===== config.mk =====
export PLATFORM = sky130hd
export DESIGN_NAME = dual_deploy_recovery_sequencer_flat
export DESIGN_NICKNAME = d
export VERILOG_FILES = /design/src/sv/ddrs_pkg.sv /design/src/sv/ddrs_if.sv /design/src/sv/dual_deploy_recovery_sequencer.sv /design/src/sv/ddrs_csr.sv /design/src/sv/ddrs_input_stage.sv /design/src/sv/ddrs_core.sv /design/src/flat_wrapper.sv
export SDC_FILE = /design/constraint.sdc
export NUM_CORES = 1
export LEC_CHECK = 0
export ABC_AREA = 1
export CORE_MARGIN = 3
export CORE_UTILIZATION = 55
export DETAILED_ROUTE_END_ITERATION = 10
export DONT_BUFFER_PORTS = 1
export PLACE_DENSITY_LB_ADDON = 0.08
export REMOVE_ABC_BUFFERS = 1
export SLEW_MARGIN = 15
export SYNTH_ARGS = -nofsm -noshare
export SYNTH_HDL_FRONTEND = slang
export SYNTH_SLANG_ARGS = --single-unit

===== constraint.sdc =====
create_clock -name clock -period 14.7 [get_ports clock]
set_clock_uncertainty 0.05 [all_clocks]
set_input_delay 2.205 -clock clock [delete_from_list [all_inputs] [get_ports clock]]
set_output_delay 2.205 -clock clock [all_outputs]
set_load 0.03 [all_outputs]

===== src/sv/ddrs_pkg.sv =====
// Shared types and constants of the dual deploy recovery sequencer.
package ddrs_pkg;

   localparam int ALT_W     = 20;
   localparam int PITCH_W   = 12;
   localparam int CFG_ALT_W = 19;
   localparam int MARGIN_W  = 16;
   localparam int COUNT_W   = 8;
   localparam int PHASE_W   = 2;
   localparam int CSR_IDX_W = 3;
   localparam int CSR_DATA_W = 19;

   localparam logic [CSR_IDX_W-1:0] REG_ARM_ALTITUDE  = 3'd0;
   localparam logic [CSR_IDX_W-1:0] REG_PITCH_MIN     = 3'd1;
   localparam logic [CSR_IDX_W-1:0] REG_PITCH_MAX     = 3'd2;
   localparam logic [CSR_IDX_W-1:0] REG_DROP_MARGIN   = 3'd3;
   localparam logic [CSR_IDX_W-1:0] REG_CONFIRM_COUNT = 3'd4;
   localparam logic [CSR_IDX_W-1:0] REG_MAIN_ALTITUDE = 3'd5;

   localparam logic [CFG_ALT_W-1:0]       RST_ARM_ALTITUDE  = 19'd10000;
   localparam logic signed [PITCH_W-1:0]  RST_PITCH_MIN     = 12'sd600;
   localparam logic signed [PITCH_W-1:0]  RST_PITCH_MAX     = 12'sd1200;
   localparam logic [MARGIN_W-1:0]        RST_DROP_MARGIN   = 16'd30;
   localparam logic [COUNT_W-1:0]         RST_CONFIRM_COUNT = 8'd3;
   localparam logic [CFG_ALT_W-1:0]       RST_MAIN_ALTITUDE = 19'd6000;

   localparam logic [PHASE_W-1:0] PHASE_CODE_CLIMB   = 2'd0;
   localparam logic [PHASE_W-1:0] PHASE_CODE_DESCENT = 2'd1;
   localparam logic [PHASE_W-1:0] PHASE_CODE_MAIN    = 2'd2;

   localparam logic [COUNT_W-1:0] COUNT_MAX = 8'hFF;

   typedef enum logic [2:0] {
      ST_CLIMB   = 3'b001,
      ST_DESCENT = 3'b010,
      ST_MAIN    = 3'b100
   } phase_type;

   typedef struct packed {
      logic [CFG_ALT_W-1:0]      arm_altitude;
      logic signed [PITCH_W-1:0] pitch_min;
      logic signed [PITCH_W-1:0] pitch_max;
      logic [MARGIN_W-1:0]       drop_margin;
      logic [COUNT_W-1:0]        confirm_count;
      logic [CFG_ALT_W-1:0]      main_altitude;
   } cfg_type;

   typedef struct packed {
      logic                      valid;
      logic signed [ALT_W-1:0]   altitude;
      logic signed [PITCH_W-1:0] pitch;
   } stage_type;

endpackage


===== src/sv/ddrs_if.sv =====
// Valid/ready channel interfaces for the request and response words.
interface ddrs_req_if;
   import ddrs_pkg::*;
   logic                      valid;
   logic                      ready;
   logic signed [ALT_W-1:0]   altitude;
   logic signed [PITCH_W-1:0] pitch;
   modport source (output valid, output altitude, output pitch, input ready);
   modport sink (input valid, input altitude, input pitch, output ready);
endinterface

interface ddrs_rsp_if;
   import ddrs_pkg::*;
   logic                    valid;
   logic                    ready;
   logic [PHASE_W-1:0]      phase;
   logic                    drogue_fire;
   logic                    main_fire;
   logic signed [ALT_W-1:0] peak_altitude;
   modport source (output valid, output phase, output drogue_fire, output main_fire,
                   output peak_altitude, input ready);
   modport sink (input valid, input phase, input drogue_fire, input main_fire,
                 input peak_altitude, output ready);
endinterface


===== src/sv/dual_deploy_recovery_sequencer.sv =====
// Top level of the dual deploy recovery sequencer.
// An accepted word goes through the input register and then the response register.
// Throughput: one word per cycle, set by both registers, unless rsp_ch stalls.
// Reset clears the flight phase, peak, descent count and valid flags at once.
// Configuration registers return to their default values on reset.
module dual_deploy_recovery_sequencer (
   input  logic                             clock,
   input  logic                             reset,
   ddrs_req_if.sink                         req_ch,
   ddrs_rsp_if.source                       rsp_ch,
   input  logic                             csr_we,
   input  logic [ddrs_pkg::CSR_IDX_W-1:0]   csr_index,
   input  logic [ddrs_pkg::CSR_DATA_W-1:0]  csr_wdata
);
   import ddrs_pkg::*;

   cfg_type   cfg;
   stage_type stage;
   logic      take;

   ddrs_csr u_csr (
      .clock     (clock),
      .reset     (reset),
      .csr_we    (csr_we),
      .csr_index (csr_index),
      .csr_wdata (csr_wdata),
      .cfg       (cfg)
   );

   ddrs_input_stage u_input (
      .clock  (clock),
      .reset  (reset),
      .req_ch (req_ch),
      .take   (take),
      .stage  (stage)
   );

   ddrs_core u_core (
      .clock  (clock),
      .reset  (reset),
      .cfg    (cfg),
      .stage  (stage),
      .take   (take),
      .rsp_ch (rsp_ch)
   );

endmodule


===== src/sv/ddrs_csr.sv =====
// Configuration register file of the recovery sequencer.
module ddrs_csr (
   input  logic                                clock,
   input  logic                                reset,
   input  logic                                csr_we,
   input  logic [ddrs_pkg::CSR_IDX_W-1:0]      csr_index,
   input  logic [ddrs_pkg::CSR_DATA_W-1:0]     csr_wdata,
   output ddrs_pkg::cfg_type                   cfg
);
   import ddrs_pkg::*;

   cfg_type cfg_ff;
   cfg_type cfg_in;

   always_comb begin
      cfg_in = cfg_ff;
      if (csr_we) begin
         case (csr_index)
            REG_ARM_ALTITUDE:  cfg_in.arm_altitude  = csr_wdata;
            REG_PITCH_MIN:     cfg_in.pitch_min     = csr_wdata[PITCH_W-1:0];
            REG_PITCH_MAX:     cfg_in.pitch_max     = csr_wdata[PITCH_W-1:0];
            REG_DROP_MARGIN:   cfg_in.drop_margin   = csr_wdata[MARGIN_W-1:0];
            REG_CONFIRM_COUNT: cfg_in.confirm_count = csr_wdata[COUNT_W-1:0];
            REG_MAIN_ALTITUDE: cfg_in.main_altitude = csr_wdata;
            default:           cfg_in = cfg_ff;
         endcase
      end
   end

   always_ff @(posedge clock) begin
      if (reset) begin
         cfg_ff.arm_altitude  <= RST_ARM_ALTITUDE;
         cfg_ff.pitch_min     <= RST_PITCH_MIN;
         cfg_ff.pitch_max     <= RST_PITCH_MAX;
         cfg_ff.drop_margin   <= RST_DROP_MARGIN;
         cfg_ff.confirm_count <= RST_CONFIRM_COUNT;
         cfg_ff.main_altitude <= RST_MAIN_ALTITUDE;
      end else begin
         cfg_ff <= cfg_in;
      end
   end

   assign cfg = cfg_ff;

endmodule


===== src/sv/ddrs_input_stage.sv =====
// Input register stage that holds one sample word until the core takes it.
module ddrs_input_stage (
   input  logic                 clock,
   input  logic                 reset,
   ddrs_req_if.sink             req_ch,
   input  logic                 take,
   output ddrs_pkg::stage_type  stage
);
   import ddrs_pkg::*;

   logic                      valid_ff;
   logic                      valid_in;
   logic signed [ALT_W-1:0]   altitude_ff;
   logic signed [PITCH_W-1:0] pitch_ff;
   logic                      accept;

   assign req_ch.ready = !valid_ff || take;
   assign accept = req_ch.valid && req_ch.ready;

   always_comb begin
      valid_in = valid_ff;
      if (accept) begin
         valid_in = 1'b1;
      end else if (take) begin
         valid_in = 1'b0;
      end
   end

   always_ff @(posedge clock) begin
      if (reset) begin
         valid_ff <= 1'b0;
      end else begin
         valid_ff <= valid_in;
      end
   end

   always_ff @(posedge clock) begin
      if (accept) begin
         altitude_ff <= req_ch.altitude;
         pitch_ff    <= req_ch.pitch;
      end
   end

   assign stage.valid    = valid_ff;
   assign stage.altitude = altitude_ff;
   assign stage.pitch    = pitch_ff;

endmodule


===== src/sv/ddrs_core.sv =====
// Flight state, apogee detection logic and the response register.
module ddrs_core (
   input  logic                 clock,
   input  logic                 reset,
   input  ddrs_pkg::cfg_type    cfg,
   input  ddrs_pkg::stage_type  stage,
   output logic                 take,
   ddrs_rsp_if.source           rsp_ch
);
   import ddrs_pkg::*;

   phase_type               phase_ff, phase_in;
   logic signed [ALT_W-1:0] peak_ff, peak_in;
   logic [COUNT_W-1:0]      count_ff, count_in;

   logic                    rsp_valid_ff, rsp_valid_in;
   logic [PHASE_W-1:0]      rsp_phase_ff, rsp_phase_in;
   logic                    drogue_ff, drogue_in;
   logic                    main_ff, main_in;
   logic signed [ALT_W-1:0] rsp_peak_ff;

   logic                    armed;
   logic                    below;
   logic signed [ALT_W+1:0] threshold;

   assign take = stage.valid && (!rsp_valid_ff || rsp_ch.ready);

   always_comb begin
      peak_in = (stage.altitude > peak_ff) ? stage.altitude : peak_ff;
      armed = (stage.altitude > $signed({1'b0, cfg.arm_altitude}))
              && (stage.pitch >= cfg.pitch_min) && (stage.pitch <= cfg.pitch_max);
      threshold = $signed({{2{peak_in[ALT_W-1]}}, peak_in})
                  - $signed({6'b0, cfg.drop_margin});
      below = $signed({{2{stage.altitude[ALT_W-1]}}, stage.altitude}) < threshold;
      phase_in  = phase_ff;
      count_in  = count_ff;
      drogue_in = 1'b0;
      main_in   = 1'b0;
      case (phase_ff)
         ST_CLIMB: begin
            if (armed) begin
               if (below) begin
                  count_in = (count_ff == COUNT_MAX) ? count_ff : count_ff + 1'b1;
               end else begin
                  count_in = '0;
               end
               if (count_in >= cfg.confirm_count) begin
                  phase_in  = ST_DESCENT;
                  drogue_in = 1'b1;
               end
            end
         end
         ST_DESCENT: begin
            if (stage.altitude < $signed({1'b0, cfg.main_altitude})) begin
               phase_in = ST_MAIN;
               main_in  = 1'b1;
            end
         end
         ST_MAIN: phase_in = ST_MAIN;
         default: phase_in = phase_ff;
      endcase
      case (phase_in)
         ST_CLIMB:   rsp_phase_in = PHASE_CODE_CLIMB;
         ST_DESCENT: rsp_phase_in = PHASE_CODE_DESCENT;
         ST_MAIN:    rsp_phase_in = PHASE_CODE_MAIN;
         default:    rsp_phase_in = PHASE_CODE_MAIN;
      endcase
      rsp_valid_in = rsp_valid_ff;
      if (take) begin
         rsp_valid_in = 1'b1;
      end else if (rsp_ch.ready) begin
         rsp_valid_in = 1'b0;
      end
   end

   always_ff @(posedge clock) begin
      if (reset) begin
         phase_ff     <= ST_CLIMB;
         peak_ff      <= '0;
         count_ff     <= '0;
         rsp_valid_ff <= 1'b0;
      end else begin
         rsp_valid_ff <= rsp_valid_in;
         if (take) begin
            phase_ff <= phase_in;
            peak_ff  <= peak_in;
            count_ff <= count_in;
         end
      end
   end

   always_ff @(posedge clock) begin
      if (take) begin
         rsp_phase_ff <= rsp_phase_in;
         drogue_ff    <= drogue_in;
         main_ff      <= main_in;
         rsp_peak_ff  <= peak_in;
      end
   end

   assign rsp_ch.valid         = rsp_valid_ff;
   assign rsp_ch.phase         = rsp_phase_ff;
   assign rsp_ch.drogue_fire   = drogue_ff;
   assign rsp_ch.main_fire     = main_ff;
   assign rsp_ch.peak_altitude = rsp_peak_ff;

endmodule


===== src/flat_wrapper.sv =====
// flat-port wrapper written by rule: the top's interface ports become plain ports
module dual_deploy_recovery_sequencer_flat import ddrs_pkg::*;
  (clock, reset, csr_we, csr_index, csr_wdata, req_ch_valid, req_ch_altitude, req_ch_pitch, req_ch_ready, rsp_ch_valid, rsp_ch_phase, rsp_ch_drogue_fire, rsp_ch_main_fire, rsp_ch_peak_altitude, rsp_ch_ready);
  ddrs_req_if req_ch_i ();
  ddrs_rsp_if rsp_ch_i ();
  input  logic clock;
  input  logic reset;
  input  logic csr_we;
  input  logic [ddrs_pkg::CSR_IDX_W-1:0] csr_index;
  input  logic [ddrs_pkg::CSR_DATA_W-1:0] csr_wdata;
  input wire logic [$bits(req_ch_i.valid)-1:0] req_ch_valid;
  input wire logic [$bits(req_ch_i.altitude)-1:0] req_ch_altitude;
  input wire logic [$bits(req_ch_i.pitch)-1:0] req_ch_pitch;
  output wire logic [$bits(req_ch_i.ready)-1:0] req_ch_ready;
  output wire logic [$bits(rsp_ch_i.valid)-1:0] rsp_ch_valid;
  output wire logic [$bits(rsp_ch_i.phase)-1:0] rsp_ch_phase;
  output wire logic [$bits(rsp_ch_i.drogue_fire)-1:0] rsp_ch_drogue_fire;
  output wire logic [$bits(rsp_ch_i.main_fire)-1:0] rsp_ch_main_fire;
  output wire logic [$bits(rsp_ch_i.peak_altitude)-1:0] rsp_ch_peak_altitude;
  input wire logic [$bits(rsp_ch_i.ready)-1:0] rsp_ch_ready;
  assign req_ch_i.valid = req_ch_valid;
  assign req_ch_i.altitude = req_ch_altitude;
  assign req_ch_i.pitch = req_ch_pitch;
  assign req_ch_ready = req_ch_i.ready;
  assign rsp_ch_valid = rsp_ch_i.valid;
  assign rsp_ch_phase = rsp_ch_i.phase;
  assign rsp_ch_drogue_fire = rsp_ch_i.drogue_fire;
  assign rsp_ch_main_fire = rsp_ch_i.main_fire;
  assign rsp_ch_peak_altitude = rsp_ch_i.peak_altitude;
  assign rsp_ch_i.ready = rsp_ch_ready;
  dual_deploy_recovery_sequencer u_core (.clock(clock), .reset(reset), .req_ch(req_ch_i), .rsp_ch(rsp_ch_i), .csr_we(csr_we), .csr_index(csr_index), .csr_wdata(csr_wdata));
endmodule

==> results.cfg <==
[synthesis]
synth_area_sq_um = 9900
yosysWarnings = 0
synth_top_area_share = 0.241
synth.avg_cell_area_sq_um = 8.14
synth-seq-cells = 175
ys.flop_type = dfxtp_1
synth_area_leader_cell = dfxtp_1
synth_most_common_cell = inv_1
synth_area_leaders = dfxtp_1, edfxtp_1, ha_1
synth_cells = 1217
async_flop_share = 0
ys_types = 38
synth_seq_area_share = 0.410
synth_edf_count = 56
ys_top_cells_by_count = inv_1, nand2_1, a21oi_1

[hold_path]
hold_path.class = flop to flop
worstHoldStart = u_core.u_csr.cfg[56]$_SDFFE_PP0P_
min_path_cells = 2
min_to = u_core.u_csr.cfg[56]$_SDFFE_PP0P_

[global_route]
grt_pass1_vias = 7155
grt_pass1_wl_mm = 38.0
grt_max_degree = 92
antenna_found_initial = 1
grt_util_all_layers = 0.245
grt_overflow = 0

[sta]
drv_slew = 0
fin_crit_ns = 7.70
setup_tns_ns = 0
rsz0062_at_grt = false
setup_viol = 0
setup_ws_ns = 7.00
tightest_slew_ns = 1.12
max_freq_mhz = 130
fin_crit_sh = 0.524
max_slew_margin = 0.250
hold_viol_final = 0

[clocking]
cts_tree = done
cts.path.max_buffers = 2
cts_buffers = 17
htree_levels = 4
postCtsSetupBuffers = 0
clk_latency_ns = 0.44
clock_sinks = 175
root_buffer = clkbuf_16
clk_pin_slew_ns = 0.07
ctsResizeCount = 0
cts_hold_buf = 0

[cells_and_area]
layout-drive-gt1-share = 0.0500
n_fill_cell = 1567
nets = 1394
syn2layout_area_growth_pct = 7.73
stdcell_count = 1447
final_util = 0.610

[routing]
wirelength_mm = 23.7
firstDrtPassIters = 5
vias = 7820
drc_errors = 0
ant_nets = 0
wl_per_cell_um = 16.4
drtIter0Drc = 544
vias_per_cell = 5.40

[critical_path]
cp_slowest_cell = nand2_2
crit_path_frequent_cell = nand2_1
reg2reg_to = u_core.u_core.rsp_ch.phase[1]$_DFFE_PP_
startpoint_type = flop
ff2ff_path_depth = 40
cpPeakStageDelay_ns = 0.80
cp_top_family = simple AND/OR/NAND/NOR gates
r2r_start = u_core.u_input.altitude_ff[7]$_DFFE_PP_
crit_path_max_fanout = 39
endpoint_kind = flop
required_ns = 14.84
critPathArrivalTime_ns = 7.85
critical_path_class = flop to flop
cp_num_buf_inv = 4
reg2reg_setup_slack_ns = 7.00

[power]
peakVddDrop_uv = 94.6
power_density_nw_per_um2 = 127
p_leak_nw = 4.84

[place]
dp_cells = 1414
place_worst_setup_slack_ns = 7.18
gp_congestion = 0.873
dp_hpwl_mm = 17.4
placement.io_buffers = 0

[floorplan]
rows = 48
initial_utilization = 0.567
dieArea_sq_um = 19600
coreArea_sq_um = 17500
die_height_um = 140
die_x_um = 140
io_pins = 85

[flow_run]
cap_violations = 0

[status]
outcome = finished clean
power by group:
part / switching (mW) / leakage [nW] / internal (mW)
Sequential: 0.0245 / 1.51 / 0.529
Combinational: 0.216 / 3.04 / 0.125
Clock: 0.216 / 0.288 / 0.243
worst register-to-register path: cells and delay by family (launching register included):
family	cells	cell delay, ns
AO/OA/AOI/OAI	5	1.06
buffers and inverters	4	0.27
flip-flops	1	0.52
AND/OR/NAND/NOR	26	3.97
adder cells (fa/ha/maj)	5	1.58
cell families after synthesis:
family / count (synthesis) / share of synthesized area
flops: 175 / 0.410
xor+xnor: 18 / 0.0159
buf+inv: 235 / 0.0924
fa+ha+maj: 127 / 0.161
simple gates: 349 / 0.145
compound gates: 313 / 0.175
metrics by stage:
step	hold WS [ns]	total power, mW	cell area (sq um)
3_3_place_gp	0.395	0.899	10100
3_5_place_dp	0.402	0.899	10100
5_1_grt	0.426	1.43	10700
2_1_floorplan	0.383	0.816	9750
4_1_cts	0.413	1.36	10700
6_report	0.410	1.35	10700
registers in the layout (all words and copies together), names as in the netlist:
register	count
u_core.u_core.rsp_ch.peak_altitude	20
u_core.u_core.rsp_ch.drogue_fire	1
u_core.u_core.rsp_ch.main_fire	1
u_core.u_core.rsp_ch.phase	2
u_core.u_core.count_ff	8
u_core.u_csr.cfg	86
u_core.u_core.phase_ff	3
u_core.u_core.peak_ff	20
u_core.u_input.pitch_ff	12
u_core.u_input.altitude_ff	20
u_core.u_core.rsp_ch.valid	1
u_core.u_input.valid_ff	1
per-layer routing:
layer	GRT usage	wire (um)	vias up
li1	-	-	4064
met1	0.365	11800	3534
met2	0.365	10100	192
met3	0.0529	1460	28
met4	0.0561	367	2
met5	0	9	-
placed cells by master (no fill, tap or decap), drive strengths merged, types with 2 or more instances in the layout:
cell type | synthesis | final
o211ai | 22 | 22
a21o | 2 | 2
a21oi | 162 | 162
xnor2 | 10 | 10
nand3b | 2 | 2
dfxtp | 119 | 119
clkinv | 1 | 6
o21ai | 110 | 110
nand4 | 19 | 19
clkbuf | 25 | 17
xor2 | 8 | 8
buf | 7 | 4
inv | 202 | 209
edfxtp | 56 | 56
a211oi | 3 | 3
clkinvlp | 0 | 2
ha | 126 | 126
nor2 | 96 | 96
a31oi | 5 | 5
nand3 | 34 | 34
nand2 | 188 | 188
o21a | 4 | 4
o21bai | 2 | 2
nor3 | 8 | 8
layout make-up:
cell class | count | area [sq um] | share of cell area
timing repair buffer | 4 | 30.0 | 0.00282
multi-input combinational | 807 | 4920 | 0.462
tap | 225 | 282 | 0.0264
sequential | 175 | 4060 | 0.381
inverter | 203 | 762 | 0.0714
antenna | 1 | 2.50 | 0.000235
clock buffer | 17 | 425 | 0.0399
clock inverter | 15 | 176 | 0.0165
how the worst max path moves through the flow:
| stage | from | end | slack [ns] | cells after the start |
|---|---|---|---|---|
| after floorplan | u_core.u_input.altitude_ff[19]$_DFFE_PP_ | u_core.u_core.rsp_ch.phase[1]$_DFFE_PP_ | 8.46 | 44 |
| after global placement | u_core.u_input.altitude_ff[7]$_DFFE_PP_ | u_core.u_core.rsp_ch.phase[1]$_DFFE_PP_ | 7.24 | 40 |
| after detailed placement | u_core.u_input.altitude_ff[7]$_DFFE_PP_ | u_core.u_core.rsp_ch.phase[1]$_DFFE_PP_ | 7.18 | 40 |
| after CTS | u_core.u_input.altitude_ff[7]$_DFFE_PP_ | u_core.u_core.rsp_ch.phase[1]$_DFFE_PP_ | 7.11 | 40 |
| after global routing | u_core.u_input.altitude_ff[7]$_DFFE_PP_ | u_core.u_core.rsp_ch.phase[1]$_DFFE_PP_ | 6.20 | 40 |
| final | u_core.u_input.altitude_ff[7]$_DFFE_PP_ | u_core.u_core.rsp_ch.phase[1]$_DFFE_PP_ | 7.00 | 40 |
Note: power is estimated with default switching activity, not from simulation.
